==> src/hdl/ilpr_pkg.sv <==
package ilpr_pkg;

  typedef enum logic [1:0] {
    ST_FWD    = 2'd0,
    ST_DROP   = 2'd1,
    ST_STORED = 2'd2,
    ST_FULL   = 2'd3
  } status_t;

  localparam logic OP_ADD   = 1'b0;
  localparam logic OP_ROUTE = 1'b1;

  localparam logic [5:0]  MAX_LEN     = 6'd32;
  localparam logic [7:0]  TTL_MIN_FWD = 8'd2;

  function automatic logic [31:0] len_mask(input logic [5:0] len);
    logic [31:0] ones;
    ones = 32'hFFFF_FFFF;
    len_mask = ~(ones >> len);
  endfunction

endpackage

==> src/hdl/ipv4_longest_prefix_router.sv <==
// IPv4 longest prefix match routing table.
// The input channel carries one operation per transaction: add a route
// (operation 0) or route one datagram (operation 1). The result channel
// returns exactly one transaction per input: forwarded, dropped for TTL,
// route stored or table full.
// Each input is handled by a small sequencer that reads the entry memory one
// entry per cycle and runs it through one shared masked compare unit.
// After acceptance the sequencer scans the N stored routes (at most
// TABLE_ENTRIES), drains the compare register and then loads the result; a
// default route write or an empty table skips the scan. The next item is
// accepted in the cycle after the result is loaded, so the rate is set by the memory scan.
// in_ready is high only while the sequencer is idle; it stays high while a
// finished result waits on out_ready, but the following result is held back
// until the output register is free.
// Reset empties the table (the fill count goes to zero), sets the default
// route to direct on interface zero and clears out_valid.
module ipv4_longest_prefix_router #(
  parameter int TABLE_ENTRIES = 64,
  parameter int IFACE_BITS    = 4
) (
  input  logic                clk,
  input  logic                rst_n,
  input  logic                in_valid,
  output logic                in_ready,
  input  logic                in_operation,
  input  logic [31:0]         in_route_prefix,
  input  logic [5:0]          in_prefix_len,
  input  logic                in_hop_present,
  input  logic [31:0]         in_hop_addr,
  input  logic [3:0]          in_iface_in,
  input  logic [31:0]         in_dest_addr,
  input  logic [7:0]          in_ttl_in,
  output logic                out_valid,
  input  logic                out_ready,
  output ilpr_pkg::status_t   out_status,
  output logic [3:0]          out_iface,
  output logic [31:0]         out_send_to,
  output logic [7:0]          out_ttl_out
);
  import ilpr_pkg::*;

  localparam int IDX_W = (TABLE_ENTRIES > 1) ? $clog2(TABLE_ENTRIES) : 1;
  localparam int CNT_W = $clog2(TABLE_ENTRIES + 1);
  localparam int IF_W  = IFACE_BITS;

  typedef enum logic [1:0] {
    S_IDLE,
    S_SCAN,
    S_DRAIN,
    S_FIN
  } state_t;

  logic [31:0]     mem_pfx [TABLE_ENTRIES];
  logic [5:0]      mem_len [TABLE_ENTRIES];
  logic [32:0]     mem_hop [TABLE_ENTRIES];
  logic [IF_W-1:0] mem_if  [TABLE_ENTRIES];

  state_t          state_r;
  logic [CNT_W-1:0] cnt_r;
  logic [IDX_W-1:0] scan_idx_r;
  logic [IDX_W-1:0] cmp_idx_r;
  logic            cmp_vld_r;

  logic            op_r;
  logic [5:0]      len_r;
  logic [31:0]     pfx_r;
  logic [32:0]     hopw_r;
  logic [IF_W-1:0] if_r;
  logic [31:0]     dst_r;
  logic [7:0]      ttl_r;

  logic [32:0]     dflt_hop_r;
  logic [IF_W-1:0] dflt_if_r;

  logic [5:0]      best_len_r;
  logic [32:0]     best_hop_r;
  logic [IF_W-1:0] best_if_r;
  logic            found_r;
  logic [IDX_W-1:0] slot_r;

  logic [31:0]     rd_pfx_r;
  logic [5:0]      rd_len_r;
  logic [32:0]     rd_hop_r;
  logic [IF_W-1:0] rd_if_r;

  logic            out_valid_r;
  status_t         out_status_r;
  logic [3:0]      out_iface_r;
  logic [31:0]     out_send_to_r;
  logic [7:0]      out_ttl_out_r;

  logic [5:0]      len_sat;
  logic [IF_W+3:0] if_ext;
  logic [IF_W-1:0] if_in;
  logic [IF_W+3:0] best_if_ext;
  logic [31:0]     key;
  logic            pfx_eq;
  logic            hit_route;
  logic            hit_add;
  logic            scan_last;
  logic            fin_go;
  logic            tbl_full;
  logic            wr_en;
  logic [IDX_W-1:0] wr_idx;

  always_comb begin
    len_sat     = (in_prefix_len > MAX_LEN) ? MAX_LEN : in_prefix_len;
    if_ext      = {{IF_W{1'b0}}, in_iface_in};
    if_in       = if_ext[IF_W-1:0];
    best_if_ext = {4'b0000, best_if_r};
    key         = (op_r == OP_ROUTE) ? (dst_r & len_mask(rd_len_r)) : pfx_r;
    pfx_eq      = (key == rd_pfx_r);
    hit_route   = pfx_eq && (rd_len_r > best_len_r);
    hit_add     = pfx_eq && (rd_len_r == len_r) && !found_r;
    scan_last   = ((CNT_W'(scan_idx_r) + CNT_W'(1)) == cnt_r);
    fin_go      = (state_r == S_FIN) && (!out_valid_r || out_ready);
    tbl_full    = (cnt_r == CNT_W'(TABLE_ENTRIES));
    wr_en       = fin_go && (op_r == OP_ADD) && (len_r != 6'd0) && (found_r || !tbl_full);
    wr_idx      = found_r ? slot_r : cnt_r[IDX_W-1:0];
  end

  always_ff @(posedge clk) begin
    if (wr_en) begin
      mem_pfx[wr_idx] <= pfx_r;
      mem_len[wr_idx] <= len_r;
      mem_hop[wr_idx] <= hopw_r;
      mem_if[wr_idx]  <= if_r;
    end
    if (state_r == S_SCAN) begin
      rd_pfx_r <= mem_pfx[scan_idx_r];
      rd_len_r <= mem_len[scan_idx_r];
      rd_hop_r <= mem_hop[scan_idx_r];
      rd_if_r  <= mem_if[scan_idx_r];
    end
  end

  always_ff @(posedge clk) begin
    if (!rst_n) begin
      state_r     <= S_IDLE;
      cnt_r       <= '0;
      cmp_vld_r   <= 1'b0;
      dflt_hop_r  <= '0;
      dflt_if_r   <= '0;
      out_valid_r <= 1'b0;
    end else begin
      if (out_valid_r && out_ready && !fin_go) begin
        out_valid_r <= 1'b0;
      end
      if (cmp_vld_r) begin
        if (op_r == OP_ROUTE && hit_route) begin
          best_len_r <= rd_len_r;
          best_hop_r <= rd_hop_r;
          best_if_r  <= rd_if_r;
        end
        if (op_r == OP_ADD && hit_add) begin
          found_r <= 1'b1;
          slot_r  <= cmp_idx_r;
        end
      end
      case (state_r)
        S_IDLE: begin
          if (in_valid) begin
            op_r       <= in_operation;
            len_r      <= len_sat;
            pfx_r      <= in_route_prefix & len_mask(len_sat);
            hopw_r     <= {in_hop_present, in_hop_present ? in_hop_addr : 32'd0};
            if_r       <= if_in;
            dst_r      <= in_dest_addr;
            ttl_r      <= in_ttl_in;
            best_len_r <= '0;
            best_hop_r <= dflt_hop_r;
            best_if_r  <= dflt_if_r;
            found_r    <= 1'b0;
            slot_r     <= '0;
            scan_idx_r <= '0;
            if ((in_operation == OP_ADD && len_sat == 6'd0) || cnt_r == '0) begin
              state_r <= S_FIN;
            end else begin
              state_r <= S_SCAN;
            end
          end
        end
        S_SCAN: begin
          cmp_vld_r <= 1'b1;
          cmp_idx_r <= scan_idx_r;
          if (scan_last) begin
            state_r <= S_DRAIN;
          end else begin
            scan_idx_r <= scan_idx_r + IDX_W'(1);
          end
        end
        S_DRAIN: begin
          cmp_vld_r <= 1'b0;
          state_r   <= S_FIN;
        end
        S_FIN: begin
          if (fin_go) begin
            out_valid_r   <= 1'b1;
            state_r       <= S_IDLE;
            out_iface_r   <= 4'd0;
            out_send_to_r <= 32'd0;
            out_ttl_out_r <= 8'd0;
            if (op_r == OP_ADD) begin
              if (len_r == 6'd0) begin
                dflt_hop_r   <= hopw_r;
                dflt_if_r    <= if_r;
                out_status_r <= ST_STORED;
              end else if (found_r) begin
                out_status_r <= ST_STORED;
              end else if (!tbl_full) begin
                cnt_r        <= cnt_r + CNT_W'(1);
                out_status_r <= ST_STORED;
              end else begin
                out_status_r <= ST_FULL;
              end
            end else if (ttl_r < TTL_MIN_FWD) begin
              out_status_r <= ST_DROP;
            end else begin
              out_status_r  <= ST_FWD;
              out_iface_r   <= best_if_ext[3:0];
              out_send_to_r <= best_hop_r[32] ? best_hop_r[31:0] : dst_r;
              out_ttl_out_r <= ttl_r - 8'd1;
            end
          end
        end
        default: begin
          state_r <= S_IDLE;
        end
      endcase
    end
  end

  assign in_ready    = (state_r == S_IDLE);
  assign out_valid   = out_valid_r;
  assign out_status  = out_status_r;
  assign out_iface   = out_iface_r;
  assign out_send_to = out_send_to_r;
  assign out_ttl_out = out_ttl_out_r;

endmodule

==> config.mk <==
export PLATFORM = sky130hd
export DESIGN_NAME = ipv4_longest_prefix_router
export DESIGN_NICKNAME = d
export VERILOG_FILES = /design/src/hdl/ilpr_pkg.sv /design/src/hdl/ipv4_longest_prefix_router.sv
export SDC_FILE = /design/constraint.sdc
export NUM_CORES = 2
export LEC_CHECK = 0
export BUFFER_PORTS_ARGS = -buffer_cell sky130_fd_sc_hd__buf_2
export CAP_MARGIN = 20
export CORE_AREA = 3 3 645 647
export DETAILED_ROUTE_END_ITERATION = 6
export DIE_AREA = 0 0 648 650
export SETUP_SLACK_MARGIN = 0.15
export SLEW_MARGIN = 20
export SYNTH_ARGS = -nofsm -noshare
export SYNTH_HDL_FRONTEND = slang
export SYNTH_MEMORY_MAX_BITS = 65536
export SYNTH_SLANG_ARGS = --single-unit
==> constraint.sdc <==
create_clock -name clk -period 12.2 [get_ports clk]
set_input_delay 2.44 -clock clk [delete_from_list [all_inputs] [get_ports clk]]
set_output_delay 2.44 -clock clk [all_outputs]
set_load 0.005 [all_outputs]
# [After elaboration in Yosys (flattened, before gate mapping)]
# Memories as Yosys holds them, arrays and structs flattened. A register that Yosys moved wholly into a read port is not among the register bits.
# Cells that the tools add are included.
[totals] mem_bits_ro=0 out_inout_bits=48 word_cells=135 regBits=272 latchBits=0 mem_bits_rw=4800 input_bits=120 n_memories=4
[op_classes] n_mul=0 reduce_logical=34 mux=43 bitwise_logic=9 div_mod_pow=0 shift=2 n_lt_le_gt_ge=3 eq_ne=11 add_sub_neg=4
[memory_table] name="mem_hop" words=64 width=33 read_ports=1 rd_ports_with_merged_regs=1 write_ports=1 line="ipv4_longest_prefix_router.sv:55" text="logic [32:0] mem_hop [TABLE_ENTRIES];"
[memory_table] name="mem_pfx" words=64 width=32 read_ports=1 rd_ports_with_merged_regs=1 write_ports=1 line="ipv4_longest_prefix_router.sv:53" text="logic [31:0] mem_pfx [TABLE_ENTRIES];"
[memory_table] name="mem_len" words=64 width=6 read_ports=1 rd_ports_with_merged_regs=1 write_ports=1 line="ipv4_longest_prefix_router.sv:54" text="logic [5:0] mem_len [TABLE_ENTRIES];"
[memory_table] name="mem_if" words=64 width=4 read_ports=1 rd_ports_with_merged_regs=1 write_ports=1 line="ipv4_longest_prefix_router.sv:56" text="logic [IF_W-1:0] mem_if [TABLE_ENTRIES];"
[ops] cell="33-bit two-way mux" count=4
[ops] cell="6-bit two-way mux" count=12
[ops] cell="32-bit bitwise AND" count=2
[ops] cell="32-bit two-way mux" count=2
[ops] cell="32-bit NOT" count=2
[ops] cell="32-bit by 6-bit >> shifter with 32-bit output, first input constant" count=2
[ops] cell="32-bit == test" count=1
[ops] cell="4-bit two-way mux" count=4
[ops] cell="1-bit two-way mux" count=13
[ops] cell="1-bit logical AND" count=12
[ops] cell="6-bit logical NOT" count=2
[ops] cell="6-bit case mux with 2 select lines" count=1
[ops] cell="2-bit two-way mux" count=5
[ops] cell="3-bit AND reduction" count=3
[ops] cell="8-bit by 2-bit < comparator with 1-bit output, second input constant" count=1
[ops] cell="2-bit != test, second input constant" count=4
[ops] cell="2-bit case mux with 4 select lines" count=1
[ops] cell="4-bit AND reduction" count=2
[ops] cell="8-bit by 1-bit subtractor with 8-bit output, second input constant" count=1
[ops] cell="6-bit by 1-bit adder with 7-bit output, second input constant" count=1
[ops] cell="7-bit by 1-bit adder with 7-bit output, second input constant" count=1
[ops] cell="7-bit == test" count=1
[ops] cell="7-bit == test, second input constant" count=1
[ops] cell="7-bit logical NOT" count=1
[ops] cell="other kinds (16)" count=27

# [Longest topological paths before layout]
[logic_depth] depth_word=12 mapped_depth=13 mapped_depth_nobuf=10

# [Worst setup path after synthesis]
# OpenSTA, ideal clock, no wires.
[synth_path] kind="input to register" startpoint="input port out_ready" endpoint="memory mem_hop[11][0], enable pin" path_slack_ns=5.278 required_ns=11.691 t_arrival_ns=6.413 stages=7 setup_time_ns=0.509 n_path_buf=0 path_cell_list="nand2b_1 nand2_1 nor3_1 o21ai_0 nor2_1 nand2_1 nor2_1"
[synth_via] elab_chain_cells=7
[synth_lines] item="from (decl)" line="ipv4_longest_prefix_router.sv:34" text="input logic out_ready,"
[synth_lines] item="1-bit logical OR" line="ipv4_longest_prefix_router.sv:116" text="fin_go = (state_r == S_FIN) && (!out_valid_r || out_ready);"
[synth_lines] item="1-bit logical AND" line="ipv4_longest_prefix_router.sv:116"
[synth_lines] item="1-bit logical AND (3 in series)" line="ipv4_longest_prefix_router.sv:118" text="wr_en = fin_go && (op_r == OP_ADD) && (len_r != 6'd0) && (found_r || !tbl_full);"
[synth_lines] item="1-bit two-way mux" line="ipv4_longest_prefix_router.sv:123" text="if (wr_en) begin"
[synth_lines] item="1-bit two-way mux (not written as such)" line="ipv4_longest_prefix_router.sv:126" text="mem_hop[wr_idx] <= hopw_r;"
[synth_lines] item="to (decl)" line="ipv4_longest_prefix_router.sv:55"
# Every way passes these cells.

# [Worst setup path after layout]
[layout_path] startpoint="input port out_ready" endpoint="memory mem_len[49][1], enable pin"
[layout_via] elab_chain_cells=7
[layout_lines] item="1-bit logical OR" line="ipv4_longest_prefix_router.sv:116"
[layout_lines] item="1-bit logical AND" line="ipv4_longest_prefix_router.sv:116"
[layout_lines] item="1-bit logical AND (3 in series)" line="ipv4_longest_prefix_router.sv:118"
[layout_lines] item="1-bit two-way mux" line="ipv4_longest_prefix_router.sv:123"
[layout_lines] item="1-bit two-way mux (not written as such)" line="ipv4_longest_prefix_router.sv:125" text="mem_len[wr_idx] <= len_r;"
[layout_lines] item="to (decl)" line="ipv4_longest_prefix_router.sv:54"
# Every way passes these cells.

==> metrics list <==
- Across the run, the number of max-cap violations was 0.
- Num CTS Buffers: 533
- Pin count of the biggest net entering global routing: 146
* Total Power Consumption: 0.0438 W
- Along the worst path, the maximum fanout reaches 36.
- Of the total synthesized cell area, the portion taken by full adders, half adders and majority gates is 0.000891.
* Clock root buffer: sky130_fd_sc_hd__clkbuf_16
- Of the total synthesized cell area, the portion taken by AND, OR, NAND and NOR gates is 0.0143.
- Die Outline Area: 0.421 sq mm
- The first routing iteration left 11400 violations.
- After clock tree synthesis, the clock-pin slew on the worst setup and hold paths is 0.06 ns.
- VDD sags by at most 170 uV.
- Detailed placement ended at an HPWL of 298000 microns.
- Chip Width: 648 microns
- Clock Skew: 0.0653 ns
* Shortest clock period the worst path allows after layout: 5.60 ns
- For this run, the leading register cell type out of synthesis is sky130_fd_sc_hd__edfxtp_1.
- Length of the first detailed-routing pass in iterations: 5
* Yosys cell types: 69
* Largest incremental delay on the critical path: 0.92 ns
- The worst setup path is captured at a register.
* Startpoint kind of the worst setup timing path: primary input
- The worst hold path passes through 2 cells.
* Cell area after placement: 0.206 sq mm
* Post-Synthesis Mean Instance Area: 24.4 sq um
* Portion of the post-synthesis area used by sequential elements: 0.784
- The flow ran to the end, and the final reports show no timing, DRC or antenna violations.
- DRC violation count after routing: 0
* First-pass GRT wire length: 738000 microns
- Setup repair after global routing missed its margin: no
- TritonCTS clock tree: yes
* Worst flop-to-flop path startpoint: scan_idx_r[1]
* Area growth, synth to finish: 13.1%
* Hold Fails Final Rpt: 0
* Number of max-slew violations in the final report: 0
* Register-to-Register Path Depth: 6
- Post-route setup slack: 6.60 ns
- Compound-Gate Fraction of Synth Area: 0.00582
- Post-CTS setup buffer count: 0
- In this run, synthesis inferred 5099 flip-flops with an integrated enable.
- By area the synthesized netlist is led by sky130_fd_sc_hd__edfxtp_1 78%, sky130_fd_sc_hd__mux4_2 18%, sky130_fd_sc_hd__clkbuf_1 0.56%, sky130_fd_sc_hd__dfxtp_1 0.49%, sky130_fd_sc_hd__nand2_1 0.31%.
- Share of final-layout standard cells stronger than drive strength 1: 0.313
- Measured against its own limit, the worst slew margin works out to 0.223.
- Delay-heaviest family, CP: simple AND/OR/NAND/NOR gates
* Drt via density: 6.20
- The mapped netlist covers 0.197 sq mm.
* DR WL/cell: 36.0 microns
- The top cell types in the final layout, fill and taps aside, are 5099 x sky130_fd_sc_hd__edfxtp_1, 1575 x sky130_fd_sc_hd__mux4_2, 557 x sky130_fd_sc_hd__clkbuf_16.
- Combinational family with the most area after synthesis: multiplexers
- Across every metal layer, demand over resource in global routing totals 0.251.
- After clock tree synthesis, the flow added hold-fix buffers numbering 0.
* Leakage power of the design: 68.5 nW
- Final Routed Wirelength: 526000 microns
- Power density over cell area: 197 mW/mm^2
- Synthesis produced a netlist with a net count of 8177.
* Terminus of the critical flop-to-flop path: rd_hop_r[10]
* Initial standard-cell utilization of the core: 0.479
- The count of nets left with antenna violations once routing finished came out at 0.
- Net total in the final layout: 8749
- At the worst endpoint, the required time is 12.81 ns.
* Number of port buffers: 167
- Cell breakdown of the critical path: buf_2, nand2b_1, nand2_1, nor3_1, o21ai_0, nor2_1, nand2_1, nor2_4, buf_4, buf_4
* Combinational group share of total power: 0.182
* Part of the total power dissipated in sequential elements: 0.465
- Switching power total: 0.0115 W
- Arrival time worst endpoint: 6.21 ns
- Mux cell area share after synthesis: 0.183
* Max stage delay cell, worst path: sky130_fd_sc_hd__nor2_4
- Detailed routing inserted a total of 90600 vias.
- For this design the top-level I/O count stands at 168.
* Most common cell after layout, fill and taps aside: sky130_fd_sc_hd__edfxtp_1
- Switching part of the total power: 0.263
- Counting tap cells, the placed design contains a total of 13500 instances.
- Setup total negative slack on the finished layout was measured at 0 ns.
- Clock sink count: 5147
* Peak clock frequency supported by timing: 0.179 GHz
* Number of antenna violations at the first check in global routing: 39
- Once the clock tree was built, the resizer swapped 0 gates to a different size.
- With fillers left out, the area of the finished cells amounts to 0.222 sq mm.
- Post-placement worst setup slack: 5.65 ns
- The die is 650 microns tall.
- Post-route clock period utilization: 0.459
- Xor and xnor fraction of the mapped netlist area: 0.00245
- Setup violations remaining at the end of the flow were counted as 0.
- The total overflow left after global routing is 0.
- Fill cells in the final layout number 30500.
- Cell count after synthesis: 8043
- Type of the setup path with the least slack: primary input to register
* H-Tree Depth: 6
- After the flow finishes, the layout carries non-filler instances totaling 14600.
* Int Pwr: 0.0323 W
- Placeable core region: 0.410 sq mm
- Clock network fraction of design power: 0.353
- The clock passes through at most 4 buffers.
* Setup slack of the most critical reg-to-reg path: 7.01 ns
* Hold Crit Class: register to register
- Of all cell types, the one taking the most synthesized area is sky130_fd_sc_hd__edfxtp_1.
- For this run, asynchronously set or reset flops after synthesis account for 0.
- Beginning of the critical path: out_ready
* Number of global-route vias before repair: 92500
* Number of cells on the critical path: 10
* Flip-flop and latch count after synthesis: 5147
- The critical path ends at mem_len[49][1].
- Number of warning messages in the yosys log: 0
- RePlAce Congestion: 0.855
- Later-pin clock latency in the skew report: 1.04 ns
* Total number of placement rows: 235
- The number of buffers and inverters on the critical path is 3.
- Portion of synthesized cell area occupied by the leading cell type: 0.779
- Least-Margin Pin Slew: 1.17 ns
[logic make-up (layout without fill, tap and decap cells)]
family / count (synthesis) / in the layout
XOR/XNOR: 55 / 55
adder cells (fa/ha/maj): 14 / 14
flip-flops: 5147 / 5147
AND/OR/NAND/NOR: 576 / 576
AO/OA/AOI/OAI: 159 / 159
multiplexers: 1635 / 1635
buffers and inverters: 457 / 1434
other: 0 / 142
[worst min-delay path by stage]
| stage | start | to | slack (ns) |
|---|---|---|---|
| floorplan | scan_idx_r[2] | cmp_idx_r[2] | 0.42 |
| global placement | dflt_hop_r[14] | dflt_hop_r[14] | 0.45 |
| detailed placement | dflt_hop_r[32] | dflt_hop_r[32] | 0.46 |
| CTS | dflt_hop_r[32] | dflt_hop_r[32] | 0.47 |
| global route | dflt_hop_r[24] | dflt_hop_r[24] | 0.48 |
| finish | dflt_hop_r[2] | dflt_hop_r[2] | 0.46 |
[state kept, by name, summed over array words and instances (netlist names), 33 cells and up]
| name | flops |
|---|---|
| rd_hop_r | 33 |
| hopw_r | 33 |
| mem_len | 384 |
| mem_hop | 2112 |
| mem_pfx | 2048 |
| dflt_hop_r | 33 |
| best_hop_r | 33 |
| mem_if | 256 |
[cells in the mapped netlist (4+ instances only)]
cell type and number:
sky130_fd_sc_hd__edfxtp_1 5099, sky130_fd_sc_hd__mux4_2 1575, sky130_fd_sc_hd__clkbuf_1 295, sky130_fd_sc_hd__nand2_1 162, sky130_fd_sc_hd__nor2_1 142, sky130_fd_sc_hd__nand3_1 93, sky130_fd_sc_hd__buf_2 72, sky130_fd_sc_hd__mux2i_1 59
sky130_fd_sc_hd__buf_1 53, sky130_fd_sc_hd__a21boi_0 51, sky130_fd_sc_hd__and2_1 48, sky130_fd_sc_hd__dfxtp_1 48, sky130_fd_sc_hd__nand3b_1 36, sky130_fd_sc_hd__xor2_1 31, sky130_fd_sc_hd__inv_1 27, sky130_fd_sc_hd__a21oi_1 25
sky130_fd_sc_hd__xnor2_1 24, sky130_fd_sc_hd__nor2b_1 23, sky130_fd_sc_hd__o21a_1 15, sky130_fd_sc_hd__o21ai_0 15, sky130_fd_sc_hd__ha_1 14, sky130_fd_sc_hd__nand4_1 12, sky130_fd_sc_hd__and3_1 11, sky130_fd_sc_hd__nor3_1 10
sky130_fd_sc_hd__nor4_1 9, sky130_fd_sc_hd__nand2b_1 8, sky130_fd_sc_hd__o211ai_1 7, sky130_fd_sc_hd__buf_6 6, sky130_fd_sc_hd__a31oi_1 5, sky130_fd_sc_hd__or3_1 5, sky130_fd_sc_hd__o31ai_1 4
[metrics by stage]
stage	utilization	hold slack, ns
after floorplan	-	0.424
after global placement	0.501	0.452
after detailed placement	0.501	0.459
after CTS	0.541	0.467
after global routing	0.542	0.484
final	0.542	0.465
[routing by layer]
metal	track usage	share of wire	up-vias
met5	0	0.00013	-
met4	0.112	0.047	12
met3	0.0371	0.067	808
met2	0.408	0.50	3794
met1	0.340	0.38	50000
li1	-	-	36000
[power groups by stage]
stage	clock network (W)	logic, W	registers (W)
floorplan	0	0.00486	0.0208
global placement	0	0.00807	0.0207
detailed placement	0	0.00817	0.0207
CTS	0.0157	0.00819	0.0204
global route	0.0164	0.00833	0.0204
finish	0.0155	0.00799	0.0204
[final cells by class]
| class | count | area [sq um] | area share |
|---|---|---|---|
| Sequential cell | 5147 | 154000 | 0.693 |
| Multi-Input combinational cell | 2439 | 41200 | 0.186 |
| Clock buffer | 693 | 14500 | 0.0653 |
| Tap cell | 5451 | 6820 | 0.0307 |
| Timing Repair Buffer | 466 | 3310 | 0.0149 |
| Clock inverter | 247 | 1890 | 0.00850 |
| Antenna cell | 142 | 355 | 0.00160 |
| Inverter | 28 | 105 | 0.000473 |
[worst min-delay path, stage by stage, from the launching register on]
cell	delay [ns]
sky130_fd_sc_hd__dfxtp_1	0.31
sky130_fd_sc_hd__nand2_1	0.05
sky130_fd_sc_hd__a21boi_0	0.06
Power figures use the tool's default switching activity.
